## config.mk

```make
export PLATFORM = sky130hd
export DESIGN_NAME = hlc_ctrl
export DESIGN_NICKNAME = d
export VERILOG_FILES = /design/src/rtl/core/hlc_pkg.sv /design/src/rtl/core/hlc_ctrl.sv
export SDC_FILE = /design/constraint.sdc
export NUM_CORES = 1
export LEC_CHECK = 0
export BUFFER_PORTS_ARGS = -buffer_cell sky130_fd_sc_hd__buf_2
export CORE_MARGIN = 3
export CORE_UTILIZATION = 40
export DETAILED_ROUTE_END_ITERATION = 16
export PLACE_DENSITY_LB_ADDON = 0.05
export REMOVE_ABC_BUFFERS = 1
export SETUP_SLACK_MARGIN = 0.05
export SYNTH_ARGS = -nofsm -noshare
export SYNTH_HDL_FRONTEND = slang
export SYNTH_SLANG_ARGS = --single-unit
```

## constraint.sdc

```tcl
create_clock -name clk -period 3.2 [get_ports clk]
set_input_delay 0.48 -clock clk [delete_from_list [all_inputs] [get_ports clk]]
set_output_delay 0.48 -clock clk [all_outputs]
set_load 0.005 [all_outputs]
```

## src/rtl/core/hlc_pkg.sv

```systemverilog
// shared types and constants of the hashed lru tag store
`default_nettype none
package hlc_pkg;

  // fixed field widths
  localparam int OPC_W   = 2;
  localparam int KEY_W   = 160;
  localparam int SIZE_W  = 24;
  localparam int MAXE_W  = 12;
  localparam int MAXB_W  = 25;
  localparam int BYTES_W = 26;
  localparam int LIM_W   = 13;
  localparam int OUTC_W  = 12;
  localparam int CFGI_W  = 1;

  // configuration register indexes and reset values
  localparam logic [CFGI_W-1:0] REG_MAX_ENTRIES = 1'b0;
  localparam logic [CFGI_W-1:0] REG_MAX_BYTES   = 1'b1;
  localparam logic [MAXE_W-1:0] MAX_ENTRIES_RST = 12'd2048;
  localparam logic [MAXB_W-1:0] MAX_BYTES_RST   = 25'd16777216;

  // operation codes
  localparam logic [OPC_W-1:0] OP_PROBE = 2'd0;
  localparam logic [OPC_W-1:0] OP_GET   = 2'd1;
  localparam logic [OPC_W-1:0] OP_PUT   = 2'd2;
  localparam logic [OPC_W-1:0] OP_CLEAR = 2'd3;

  // controller states
  typedef enum logic [4:0] {
    S_RST_CLR, S_IDLE, S_CLR, S_LK_BH, S_LK_HEAD, S_WK_RD, S_WK_CMP,
    S_UN_RD, S_UN_WR, S_PU_W1, S_PU_W2, S_PUT_CHK, S_EV_CHK,
    S_DR_KEY, S_DR_LAT, S_DR_BH, S_DR_HEAD, S_DR_WRD, S_DR_WCMP, S_DR_FIN,
    S_AL, S_AL_W, S_IN_BH, S_IN_WR, S_DONE
  } hlc_state_t;

  // datapath commands
  typedef enum logic [4:0] {
    C_NOP, C_CLR, C_ACCEPT, C_LK_BH, C_LK_HEAD, C_WK_RD, C_WK_CMP,
    C_UN_RD, C_UN_WR, C_PU_W1, C_PU_W2, C_DR_SEL, C_DR_KEY, C_DR_LAT,
    C_DR_BH, C_DR_HEAD, C_DR_WRD, C_DR_WCMP, C_DR_FIN, C_AL, C_AL_W,
    C_IN_BH, C_IN_WR, C_OUT
  } hlc_cmd_t;

  // datapath status
  typedef struct packed {
    logic [OPC_W-1:0] op;
    logic key_match;
    logic chain_null;
    logic chain_is_tgt;
    logic bh_null;
    logic bh_is_tgt;
    logic cur_is_newest;
    logic store_full;
    logic need_evict;
    logic free_avail;
    logic hwm_avail;
    logic clr_last;
    logic found;
    logic out_valid;
  } hlc_stat_t;

endpackage
`default_nettype wire

```

## src/rtl/core/hlc_ctrl.sv

```systemverilog
// controller state machine sequencing clears, lookups, lru moves, inserts and evictions
`default_nettype none
module hlc_ctrl
  import hlc_pkg::*;
(
  input  wire logic             clk,
  input  wire logic             rst_n,
  input  wire logic             in_valid,
  input  wire logic [OPC_W-1:0] in_opcode,
  input  wire logic             out_stall,
  input  wire hlc_stat_t        stat,
  output hlc_cmd_t              cmd,
  output logic                  in_stall
);

  hlc_state_t state_r, state_nxt;
  logic drop_mode_r, drop_mode_nxt;
  logic drop_pre_r, drop_pre_nxt;
  hlc_state_t miss_state;

  // state register
  always_ff @(posedge clk) begin
    if (!rst_n) begin
      state_r     <= S_RST_CLR;
      drop_mode_r <= 1'b0;
      drop_pre_r  <= 1'b0;
    end else begin
      state_r     <= state_nxt;
      drop_mode_r <= drop_mode_nxt;
      drop_pre_r  <= drop_pre_nxt;
    end
  end

  // a miss goes on to insert only for a put
  assign miss_state = (stat.op == OP_PUT) ? S_PUT_CHK : S_DONE;

  // next state and commands
  always_comb begin
    state_nxt     = state_r;
    drop_mode_nxt = drop_mode_r;
    drop_pre_nxt  = drop_pre_r;
    cmd           = C_NOP;
    in_stall      = 1'b1;
    unique case (state_r)
      S_RST_CLR: begin
        cmd = C_CLR;
        if (stat.clr_last) state_nxt = S_IDLE;
      end
      S_IDLE: begin
        in_stall = 1'b0;
        if (in_valid) begin
          cmd       = C_ACCEPT;
          state_nxt = (in_opcode == OP_CLEAR) ? S_CLR : S_LK_BH;
        end
      end
      S_CLR: begin
        cmd = C_CLR;
        if (stat.clr_last) state_nxt = S_DONE;
      end
      S_LK_BH: begin
        cmd       = C_LK_BH;
        state_nxt = S_LK_HEAD;
      end
      S_LK_HEAD: begin
        cmd       = C_LK_HEAD;
        state_nxt = stat.bh_null ? miss_state : S_WK_RD;
      end
      S_WK_RD: begin
        cmd       = C_WK_RD;
        state_nxt = S_WK_CMP;
      end
      S_WK_CMP: begin
        cmd = C_WK_CMP;
        if (stat.key_match) begin
          if (stat.op == OP_PROBE || stat.cur_is_newest) begin
            state_nxt = S_DONE;
          end else begin
            drop_mode_nxt = 1'b0;
            state_nxt     = S_UN_RD;
          end
        end else if (stat.chain_null) begin
          state_nxt = miss_state;
        end else begin
          state_nxt = S_WK_RD;
        end
      end
      S_UN_RD: begin
        cmd       = C_UN_RD;
        state_nxt = S_UN_WR;
      end
      S_UN_WR: begin
        cmd       = C_UN_WR;
        state_nxt = drop_mode_r ? S_DR_FIN : S_PU_W1;
      end
      S_PU_W1: begin
        cmd       = C_PU_W1;
        state_nxt = S_PU_W2;
      end
      S_PU_W2: begin
        cmd       = C_PU_W2;
        state_nxt = stat.found ? S_DONE : S_EV_CHK;
      end
      S_PUT_CHK: begin
        cmd = C_DR_SEL;
        if (stat.store_full) begin
          drop_pre_nxt = 1'b1;
          state_nxt    = S_DR_KEY;
        end else begin
          state_nxt = S_AL;
        end
      end
      S_EV_CHK: begin
        cmd = C_DR_SEL;
        if (stat.need_evict) begin
          drop_pre_nxt = 1'b0;
          state_nxt    = S_DR_KEY;
        end else begin
          state_nxt = S_DONE;
        end
      end
      S_DR_KEY: begin
        cmd       = C_DR_KEY;
        state_nxt = S_DR_LAT;
      end
      S_DR_LAT: begin
        cmd       = C_DR_LAT;
        state_nxt = S_DR_BH;
      end
      S_DR_BH: begin
        cmd       = C_DR_BH;
        state_nxt = S_DR_HEAD;
      end
      S_DR_HEAD: begin
        cmd = C_DR_HEAD;
        if (stat.bh_is_tgt || stat.bh_null) begin
          drop_mode_nxt = 1'b1;
          state_nxt     = S_UN_RD;
        end else begin
          state_nxt = S_DR_WRD;
        end
      end
      S_DR_WRD: begin
        cmd       = C_DR_WRD;
        state_nxt = S_DR_WCMP;
      end
      S_DR_WCMP: begin
        cmd = C_DR_WCMP;
        if (stat.chain_is_tgt || stat.chain_null) begin
          drop_mode_nxt = 1'b1;
          state_nxt     = S_UN_RD;
        end else begin
          state_nxt = S_DR_WRD;
        end
      end
      S_DR_FIN: begin
        cmd       = C_DR_FIN;
        state_nxt = drop_pre_r ? S_AL : S_EV_CHK;
      end
      S_AL: begin
        cmd = C_AL;
        if (stat.free_avail)     state_nxt = S_AL_W;
        else if (stat.hwm_avail) state_nxt = S_IN_BH;
        else                     state_nxt = S_EV_CHK;
      end
      S_AL_W: begin
        cmd       = C_AL_W;
        state_nxt = S_IN_BH;
      end
      S_IN_BH: begin
        cmd       = C_IN_BH;
        state_nxt = S_IN_WR;
      end
      S_IN_WR: begin
        cmd       = C_IN_WR;
        state_nxt = S_PU_W1;
      end
      S_DONE: begin
        if (!stat.out_valid || !out_stall) begin
          cmd       = C_OUT;
          state_nxt = S_IDLE;
        end
      end
      default: state_nxt = S_IDLE;
    endcase
  end

endmodule
`default_nettype wire

```

==> qor.csv <==
stage,metric,value,unit
cts,Post-CTS Setup Repair Bufs,0,
timing,post-layout min period,2.664,ns
floorplan,Die Area,3561,um^2
cells_and_area,post-layout instance count excluding filler cells,214,
floorplan,initial core utilization,0.4411,
cts,clock tree from TritonCTS,yes,
worst_hold_path,class of the tightest hold or removal check,input pin to register,
timing,accumulated negative setup slack,0,ns
route,number of design rule violations left after detail routing,0,
grt,total global-route track usage,0.2088,
cells_and_area,most common library cell in the layout ignoring fill and taps,sky130_fd_sc_hd__buf_2,
grt,number of global-route vias before repair,1165,
grt,pin count of the biggest net entering global routing,34,
power,Leakage,0.4745,nW
logic_synthesis,sequential-to-total area share from yosys stat,0.1216,
logic_synthesis,Ys Warns,0,
cells_and_area,number of diodes added for antenna fixing,0,
place,HPWL after detailed placement,2510,um
cts,CTS H-tree lvls,1,
critical_path,cell with the largest stage delay on the worst path,sky130_fd_sc_hd__dfxtp_1,
logic_synthesis,gate count of the mapped netlist,168,
route,starting DRC count in detailed routing,62,
critical_path,number of buffer and inverter stages on the critical path,1,
power,power density cells,215.1,nW/um^2
place,placement-stage worst setup slack,0.8427,ns
cts,clock root cell,sky130_fd_sc_hd__clkbuf_4,
floorplan,I/O pins,27,
logic_synthesis,number of flops mapped to enable cells by yosys,0,
critical_path,Critical Path Fanout Max,29,
logic_synthesis,count of cell types in the netlist,54,
place,number of buffers added on ports,26,
power,switch share,0.3529,
timing,worst clock skew,0.005750,ns
timing,Max Slew Vio Count,0,
cts,Max Root-Sink Buffers,2,
power,design internal power,0.1736,mW
timing,Worst Tran Pin Value,1.062,ns
floorplan,Die Wd,59.68,um
cells_and_area,fraction of layout cells with a size suffix above 1,0.2228,
logic_synthesis,Most used DFF post-synth,sky130_fd_sc_hd__dfxtp_1,
critical_path,WP data arrival,2.18,ns
cts,clk slew on worst S/H paths,0.06,ns
cts,clock latency of the later-clocked register in the worst-skew pair,0.25,ns
timing,Final Cycle Share,0.8325,
timing,RSZ-0062 raised after global routing,false,
power,switching power summed over all nets,0.09469,mW
route,Vias/cell,6.126,
power,sequential fraction of design power,0.391,
cts,number of buffers created by CTS,3,
grt,number of antenna violations at the first check in global routing,0,
route,average wire per standard cell,16.49,um
logic_synthesis,Synth Area per Inst,6.859,um^2
cts,CTS resizes,0,
cts,cts-stage hold buffer count,0,
logic_synthesis,synthesized flop and latch total,7,
power,part of the total power dissipated in the clock network,0.304,
route,1st-pass router iterations,4,
power,proportion of power drawn by combinational gates,0.305,
power,"IR drop worst, VDD",0.2991,mV
logic_synthesis,Netlist Area Pre-Place,1152,um^2
timing,PnR worst setup slack,0.5361,ns
critical_path,startpoint types,register,
cells_and_area,number of nets in the finished design,206,
timing,Setup Viol. Count Final,0,
logic_synthesis,Synth async-reset ratio,0,
cells_and_area,"commonest non-fill, non-tap cells in the layout","sky130_fd_sc_hd__buf_2, sky130_fd_sc_hd__nor2b_1, sky130_fd_sc_hd__nand2_1",
run_status,result of the run,"complete, no violations",
place,weighted congestion at the end of routability-driven global placement,0.8567,
critical_path,nature of the critical path endpoint,primary output,
critical_path,kind of critical path,register to primary output,
critical_path,longest individual stage delay on the worst path,0.94,ns
floorplan,area of the core,2613,um^2
critical_path,"delay-heaviest family, CP",flip-flops,
timing,worst-case hold slack,0.5213,ns
power,total power draw,0.2683,mW
timing,count of final hold-check violations,0,
timing,Slew Limit Headroom,0.2910,
route,Post-Route WL,3529,um
route,detailed-route via count,1311,
critical_path,ordered cell list for the critical path,"nor2b_1, and2_1, a21oi_1, o221ai_1, buf_2",
route,number of nets with antenna violations after routing,0,
cells_and_area,"Area growth, synth to finish",8.252,%
grt,first-pass GRT wire length,5761,um
cts,clock net sink count,7,
grt,global-route congestion overflow total,0,
critical_path,critical path required time,2.72,ns
place,Cell Count Post-Placement,210,
timing,timing-limited maximum frequency,0.3754,GHz
cells_and_area,filler cell count in the final layout,281,
floorplan,Placement Rows,18,
run,number of violations of the max-capacitance limit,0,
floorplan,Die Y-Extent,59.68,um
-- routing by layer --
layer / up-vias / share of wire / GRT usage
li1: 653 / - / -
met1: 617 / 0.47 / 0.2931
met2: 39 / 0.48 / 0.3364
met3: 2 / 0.043 / 0.02160
met4: 0 / 0.0060 / 0.05696
met5: - / 0 / 0
-- power by group through the flow --
stage / sequential, mW / clock [mW] / combinational (mW)
finish: 0.105 / 0.0815 / 0.0819
global placement: 0.107 / 0 / 0.0797
global route: 0.106 / 0.0884 / 0.0911
detailed placement: 0.107 / 0 / 0.0810
CTS: 0.105 / 0.0845 / 0.0818
floorplan: 0.102 / 0 / 0.0499
-- worst reg2reg max path: stages, from the launching register on --
cell	delay, ns
sky130_fd_sc_hd__dfxtp_1	1.01
sky130_fd_sc_hd__nor2b_1	0.25
sky130_fd_sc_hd__nand3_2	0.15
sky130_fd_sc_hd__o41ai_2	0.11
sky130_fd_sc_hd__a311o_1	0.36
sky130_fd_sc_hd__o311a_1	0.32
-- cells by family after synthesis --
family,synth area share
AO/OA/AOI/OAI,0.3572
multiplexers,0.008687
flip-flops,0.1216
AND/OR/NAND/NOR,0.4082
XOR/XNOR,0.007602
buffers and inverters,0.09663
-- worst paths after layout --
path / end / cells after the start / startpoint / slack [ns]
worst min-delay path: state_r[1]$_SDFFE_PN0P_ / 2 / rst_n / 0.52
worst max register to register: state_r[1]$_SDFFE_PN0P_ / 5 / state_r[3]$_SDFFE_PN0P_ / 0.90
worst max-delay path: cmd[1] / 5 / state_r[2]$_SDFFE_PN0P_ / 0.54
worst min register to register: drop_pre_r$_SDFFE_PN0P_ / 2 / drop_pre_r$_SDFFE_PN0P_ / 0.56
-- Yosys cell counts, drive strengths merged, types with 2 or more instances --
library cell	number	area (um^2)
or2	4	25.02
nand2b	8	50.05
or3	2	12.51
a211oi	5	37.54
and2	3	18.77
nand3b	2	15.01
a21oi	12	63.81
o31ai	3	22.52
nand4	2	12.51
a2111oi	3	32.53
nor3b	2	15.01
and3	2	12.51
nor4b	3	26.28
inv	3	11.26
nand2	15	56.30
nor2b	15	93.84
nand3	6	40.04
a21o	2	15.01
nor2	14	57.55
nor3	2	10.01
clkbuf	3	11.26
a31oi	2	12.51
dfxtp	7	140.1
buf	11	88.83
o21ai	16	80.08
-- layout make-up --
cell class / count / area (um^2) / area share
multi-input combinational: 144 / 900.9 / 0.7222
sequential: 7 / 140.1 / 0.1123
timing repair buffer: 26 / 130.1 / 0.1043
tap: 30 / 37.54 / 0.03009
clock buffer: 3 / 22.52 / 0.01805
inverter: 3 / 11.26 / 0.009027
clock inverter: 1 / 5.005 / 0.004012
-- registers in the layout (all words and copies together), names as in the netlist --
signal,flops
drop_pre_r,1
drop_mode_r,1
state_r,5
-- stage by stage --
step / utilization / cell area [um^2]
after detailed placement: 0.4670 / 1220
after global placement: 0.4670 / 1220
final: 0.4775 / 1247
after global routing: 0.4775 / 1247
after CTS: 0.4775 / 1247
after floorplan: - / 1052
Note: power is estimated with default switching activity, not from simulation.
